`config.mk`:
```
export PLATFORM = sky130hd
export DESIGN_NAME = blas_isqrt
export DESIGN_NICKNAME = d
export VERILOG_FILES = /design/src/sv/ballistic_launch_angle_solver_assert.svh /design/src/sv/blas_pkg.sv /design/src/sv/blas_isqrt.sv
export SDC_FILE = /design/constraint.sdc
export NUM_CORES = 2
export LEC_CHECK = 0
export BUFFER_PORTS_ARGS = -buffer_cell sky130_fd_sc_hd__buf_2
export CAP_MARGIN = 20
export CELL_PAD_IN_SITES_DETAIL_PLACEMENT = 0
export CELL_PAD_IN_SITES_GLOBAL_PLACEMENT = 1
export CORE_MARGIN = 1
export CORE_UTILIZATION = 55
export DETAILED_ROUTE_END_ITERATION = 8
export GPL_ROUTABILITY_DRIVEN = 0
export PLACE_DENSITY = 0.91
export SLEW_MARGIN = 25
export SYNTH_ARGS = -nofsm -noshare
export SYNTH_HDL_FRONTEND = slang
export SYNTH_SLANG_ARGS = --single-unit
```
`constraint.sdc`:
```
create_clock -name clk -period 6.2 [get_ports clk]
set_clock_uncertainty 0.15 [all_clocks]
set_input_delay 0.31 -clock clk [delete_from_list [all_inputs] [get_ports clk]]
set_output_delay 0.31 -clock clk [all_outputs]
set_load 0.05 [all_outputs]
```
`src/sv/ballistic_launch_angle_solver_assert.svh`:
```
// Assertion macros shared by the launch angle solver RTL.
`ifndef BALLISTIC_LAUNCH_ANGLE_SOLVER_ASSERT_SVH
`define BALLISTIC_LAUNCH_ANGLE_SOLVER_ASSERT_SVH
`ifndef SYNTHESIS
// Same-cycle implication, sampled on clk, off during reset.
`define BLAS_ASSERT_IMP(lbl, ante, cons) \
    lbl: assert property (@(posedge clk) disable iff (!rst_n) (ante) |-> (cons)) \
    else $error("launch angle solver assertion failed");
// Next-cycle implication, sampled on clk, off during reset.
`define BLAS_ASSERT_NXT(lbl, ante, cons) \
    lbl: assert property (@(posedge clk) disable iff (!rst_n) (ante) |=> (cons)) \
    else $error("launch angle solver assertion failed");
`else
`define BLAS_ASSERT_IMP(lbl, ante, cons)
`define BLAS_ASSERT_NXT(lbl, ante, cons)
`endif
`endif

```
`src/sv/blas_pkg.sv`:
```
// Shared constants, types and helpers of the launch angle solver.
`timescale 1ns / 1ps
`default_nettype none

package blas_pkg;

    // Register indexes of the configuration port
    localparam logic [0:0] REG_GRAVITY_X = 1'b0;
    localparam logic [0:0] REG_GRAVITY_Y = 1'b1;

    // Fixed widths of the quadratic and angle datapaths
    localparam int FIT_BITS      = 30;
    localparam int SQ_W          = 2 * FIT_BITS;
    localparam int DW            = 62;
    localparam int RW            = 63;
    localparam int ISQ_STAGES    = 32;
    localparam int CORDIC_ITERS  = 30;
    localparam int CORDIC_NORM   = 59;
    localparam int CORDIC_STAGES = 3 + CORDIC_ITERS;
    localparam int XW            = 63;
    localparam int ZW            = 36;
    localparam int AW            = 38;

    localparam logic signed [ZW-1:0] PI_Q30      = 36'sd3373259426;
    localparam logic signed [ZW-1:0] HALF_PI_Q30 = 36'sd1686629713;
    localparam logic signed [ZW-1:0] TWO_PI_Q30  = 36'sd6746518852;

    localparam logic [29:0] ATAN_TAB [CORDIC_ITERS] = '{
        30'd843314856, 30'd497837829, 30'd263043836, 30'd133525158, 30'd67021686,
        30'd33543515, 30'd16775850, 30'd8388437, 30'd4194282, 30'd2097149,
        30'd1048575, 30'd524287, 30'd262143, 30'd131071, 30'd65535,
        30'd32767, 30'd16383, 30'd8191, 30'd4095, 30'd2047,
        30'd1023, 30'd511, 30'd255, 30'd127, 30'd63,
        30'd31, 30'd15, 30'd7, 30'd3, 30'd1
    };

    // Flags and operands that ride along the square root and angle stages
    typedef struct packed {
        logic [FIT_BITS-1:0] p;
        logic [FIT_BITS-1:0] c;
        logic                cneg;
        logic                deg;
        logic                kill;
        logic                tang;
    } side_t;

    // Position of the highest set bit plus one, zero for zero
    function automatic logic [7:0] bit_len(input logic [127:0] v);
        logic [7:0] n;
        n = '0;
        for (int i = 0; i < 128; i++) begin
            if (v[i] && ((v >> (i + 1)) == 128'd0)) begin
                n = 8'(i + 1);
            end
        end
        return n;
    endfunction

endpackage

`default_nettype wire

```
`src/sv/blas_isqrt.sv`:
```
// Pipelined integer floor square root, one result bit per stage.
`timescale 1ns / 1ps
`default_nettype none

module blas_isqrt (
    input  logic                      clk,
    input  logic                      en,
    input  logic [blas_pkg::DW-1:0]   d_in,
    output logic [31:0]               r_out
);

    localparam int RW = blas_pkg::RW;
    localparam int N  = blas_pkg::ISQ_STAGES;

    logic [RW-1:0] v_reg [N];
    logic [RW-1:0] r_reg [N];

    for (genvar j = 0; j < N; j++) begin : g_step
        localparam logic [RW-1:0] BIT_V = RW'(1) << (62 - 2 * j);
        logic [RW-1:0] v_prev;
        logic [RW-1:0] r_prev;
        logic [RW-1:0] trial;

        if (j == 0) begin : g_first
            assign v_prev = RW'(d_in);
            assign r_prev = '0;
        end else begin : g_next
            assign v_prev = v_reg[j-1];
            assign r_prev = r_reg[j-1];
        end

        assign trial = r_prev + BIT_V;

        // Subtract the trial value when it fits, shift the root
        always_ff @(posedge clk) begin
            if (en) begin
                if (v_prev >= trial) begin
                    v_reg[j] <= v_prev - trial;
                    r_reg[j] <= (r_prev >> 1) + BIT_V;
                end else begin
                    v_reg[j] <= v_prev;
                    r_reg[j] <= r_prev >> 1;
                end
            end
        end
    end

    assign r_out = r_reg[N-1][31:0];

endmodule

`default_nettype wire

```
* Word-level counts from Yosys, hierarchy flattened
Memories as Yosys holds them, arrays and structs flattened.
Index checks and enable logic that the tools add are counted.
** Cells by class
- $add $sub $neg :: 94
- $lt $le $gt $ge :: 32
- Muxes and demuxes :: 256
- Bitwise gates (word level) :: 64
** Operator list (count)
- two-way mux 63 bit :: 64
- >= comparator 63 bit :: 31
- subtractor 63 bit :: 31
- two-way mux 1 bit :: 192
- bitwise OR 1 bit :: 64
- adder 62 x 1 -> 63 bit, second input constant :: 1
- adder 62 x 11 -> 63 bit, second input constant :: 1
- adder 62 x 13 -> 63 bit, second input constant :: 1
- adder 62 x 15 -> 63 bit, second input constant :: 1
- adder 62 x 17 -> 63 bit, second input constant :: 1
- adder 62 x 19 -> 63 bit, second input constant :: 1
- adder 62 x 21 -> 63 bit, second input constant :: 1
- adder 62 x 23 -> 63 bit, second input constant :: 1
- adder 62 x 25 -> 63 bit, second input constant :: 1
- adder 62 x 27 -> 63 bit, second input constant :: 1
- adder 62 x 29 -> 63 bit, second input constant :: 1
- adder 62 x 3 -> 63 bit, second input constant :: 1
- adder 62 x 31 -> 63 bit, second input constant :: 1
- adder 62 x 33 -> 63 bit, second input constant :: 1
- adder 62 x 35 -> 63 bit, second input constant :: 1
- adder 62 x 37 -> 63 bit, second input constant :: 1
- adder 62 x 39 -> 63 bit, second input constant :: 1
- adder 62 x 41 -> 63 bit, second input constant :: 1
- adder 62 x 43 -> 63 bit, second input constant :: 1
- other kinds (45) :: 45
** Word-level totals
- Flip-flop bits (word level) :: 0
- Memory bits (writable) :: 4032
- Input port bits :: 64
- Output and inout bits :: 32
- Word-level logic and storage cells :: 448
- Memories :: 2
** Memory list
- r_reg :: depth 32, bits a word 63, read ports 32, clocked after Yosys merged registers in 0, wr ports 32, line blas_isqrt.sv:16 : logic [RW-1:0] r_reg [N];
- v_reg :: depth 32, bits a word 63, read ports 31, clocked after Yosys merged registers in 0, wr ports 32, line blas_isqrt.sv:15 : logic [RW-1:0] v_reg [N];

* Longest topological paths before layout
An unclocked memory read counts as a cell.
- Depth in word-level cells :: 7
- Depth in mapped cells :: 14
- Gate-level depth less buffers :: 12

* Least setup slack after synthesis
Ideal clock, no wire load.
- Path type :: input to register
- From :: in en
- To :: mem r_reg[28][6], in the netlist r_reg[1][762] (enable)
- Setup time :: 0.483 ns
- Arrival time :: 3.651 ns
- Slack :: 1.916 ns
- Stages :: 4
- Path buffers :: 4
- Path through :: clkbuf_1 -> clkbuf_1 -> clkbuf_1 -> clkbuf_1
** RTL lines
- start: declaration :: line blas_isqrt.sv:7 : input logic en,
- end: declaration :: line blas_isqrt.sv:16

==> results.cfg <==
[synthesis]
yosys.area_share.adder_pct = 5.80
synth_most_common_cell = edfxtp_1
synth.area.top_cells = edfxtp_1 62%, ha_1 5.8%, xnor2_1 3.2%
synth-edff-count = 2481
synth_area_mm2 = 0.120
netlist_instances = 9662
yosysWarnings = 0
synthArstFlopShare_pct = 0
yosys.area_share.xor_xnor_pct = 6.21
synth_top_family_by_area = simple AND/OR/NAND/NOR gates
avgSynthCellArea_um2 = 12.4
yosysUniqueCellTypes = 92
synth_seq_area_share_pct = 62.2
synth_common_cells = 2481 x edfxtp_1, 753 x nand2_1, 677 x inv_1
syn_nets = 10300
synth_top_flop_cell = edfxtp_1
yosys.area.top_type_share_pct = 62.2
synth-seq-cells = 2481
synth_compound_area_share_pct = 9.56
synthMuxAreaShare_pct = 0.647
yosysTopAreaCell = edfxtp_1
synthSimpleGateAreaFrac_pct = 12.7

[clock_tree]
cts_resized = 0
clkTransAtPathRegs_ns = 0.06
max-clock-path-buffers = 4
post_cts_buffers = 0
cts_root_buf = clkbuf_16
cts.sinks = 2481
worst_skew_pair.late_latency_ns = 1.00
cts_max_level = 5
ctsHoldBuffers = 125
cts_tree = yes
cts_buffers = 274

[critical_path]
endpoint_kind = flop
worstPathMaxFanout = 53
required_ns = 6.64
cp_cell_sequence = ha_1, nand2_1, nor2_1, o211ai_1, a31oi_1, a21oi_1, o21ai_0, or4_2, buf_4, o211ai_1, nor4b_1, xor2_1
crit_arrival_ns = 5.50
worst_path_max_delay_cell = o211ai_1
worstSetupPathType = reg2reg
cp_slowest_stage_delay_ns = 0.53
setup.worst_path.start_class = flop
critical_path.most_common_cell = o211ai_1

[final_layout]
drive_above_1_share_pct = 6.60
synthToLayoutAreaGrowth_pct = 11.2
nets = 10600
postLayoutCellArea_mm2 = 0.133
largest_reg_flops = 1953

[power_and_ir_drop]
ir_drop_uv = 346
p_per_area_mw_per_mm2 = 373
leakagePower_nw = 50.0

[floorplan]
ios = 96
core-area_mm2 = 0.215
row_count = 170
dieArea_mm2 = 0.220
die_w_um = 469
start_util_pct = 55.6
die_h_um = 469

[sta]
hold_viol_final = 0
max_freq_ghz = 0.197
finalCriticalPeriod_ns = 5.07
fin_crit_sh_pct = 81.7
drv_slew = 0
finalSetupViolations = 0
maxSlewHeadroom_pct = 24.9
max_slew.worst_pin.slew_ns = 1.12
tns_ns = 0
rsz0062_at_grt = false

[placed_design]
io_buffers = 95
post_dp_cell_area_mm2 = 0.124
dp_hpwl_um = 215000

[status]
outcome = complete, no violations

[global_routing]
grt_max_degree = 176
grt_pass1_vias = 77100
grt_use_total_pct = 27.4
antenna_found_initial = 13
overflow = 0
grt_first_pass_wirelength_um = 459000

[detailed_routing]
firstDrtPassIters = 9
routedWlPerCell_um = 23.4
drc = 0
drt-initial-drc-count = 10400
vias = 80900
drt-total-wl_um = 305000
antenna_left = 0
viasPerCell = 6.22

[job]
max-cap-violations = 0

[worst_hold_path]
holdCritPathClass = in2reg
-- report_power, final --
part | internal, W | switching, W
clock network | 0.00908 | 0.00657
registers | 0.0213 | 0.00184
logic | 0.00429 | 0.00663
-- critical path, delay by kind of cell, from the launching register on --
kind / cells / cell delay [ns]
compound gates: 5 / 2.03
xor+xnor: 1 / 0.11
simple gates: 4 / 1.15
buf+inv: 1 / 0.49
flops: 1 / 0.39
fa+ha+maj: 1 / 0.43
-- per-layer routing --
metal | GRT usage, % | up-vias | routed length (µm)
li1 | - | 36800 | -
met1 | 37.3 | 39100 | 123000
met2 | 42.3 | 4232 | 137000
met3 | 6.93 | 769 | 32200
met4 | 10.7 | 10 | 12600
met5 | 0 | - | 70
-- cells by family after synthesis --
logic type | after synthesis
AOI/OAI and AO/OA | 1843
xor gates and xnor gates | 850
adders and majority gates | 556
buffers and inverters | 918
DFF | 2481
muxes | 70
and+or+nand+nor | 2944
-- area by class of cell --
cell class / count / area, µm²
flip-flops and latches: 2481 / 74500
clock buffers: 325 / 7150
clock inverters: 135 / 1230
well taps: 2838 / 3550
inverters: 679 / 2550
diodes: 9 / 22.5
fillers: 15600 / 82200
repair buffers: 275 / 2250
multi-input cells: 6263 / 42000
-- stage by stage --
stage               hold slack [ns]  instances  worst slack, ns  utilization [%]  total power [W]
global route                  0.254      13000            0.838             61.8           0.0517
finish                        0.257      13000             1.13             61.8           0.0498
floorplan                     0.259       9662             1.92                -           0.0305
CTS                           0.228      13000             1.34             61.8           0.0494
detailed placement            0.278      12400             1.38             57.3           0.0338
global placement              0.272      12400             1.50             57.3           0.0335
-- cell usage in the layout, fill, tap and decap left out, types with 97 or more instances in the layout --
master,n
clkbuf_16,279
nor2_1,536
a21o_1,286
dlygate4sd3_1,125
nor3_1,264
ha_1,556
nand4_1,163
nor4_1,367
nand2_1,753
inv_1,676
nand3_1,172
or3_1,106
nand2b_1,115
xor2_1,418
a21oi_1,508
o21a_1,97
o21ai_0,531
xnor2_1,432
edfxtp_1,2481
-- path summary, 6_finish.rpt --
check                start            end  slack [ns]  cells past startpoint
max          v_reg[1][587]  v_reg[1][683]        1.13                     12
max reg2reg  v_reg[1][587]  v_reg[1][683]        1.13                     12
min reg2reg  v_reg[1][634]  v_reg[1][697]        0.26                      0
min                     en  v_reg[0][241]        0.26                      2
(Power assumes the default switching activity.)
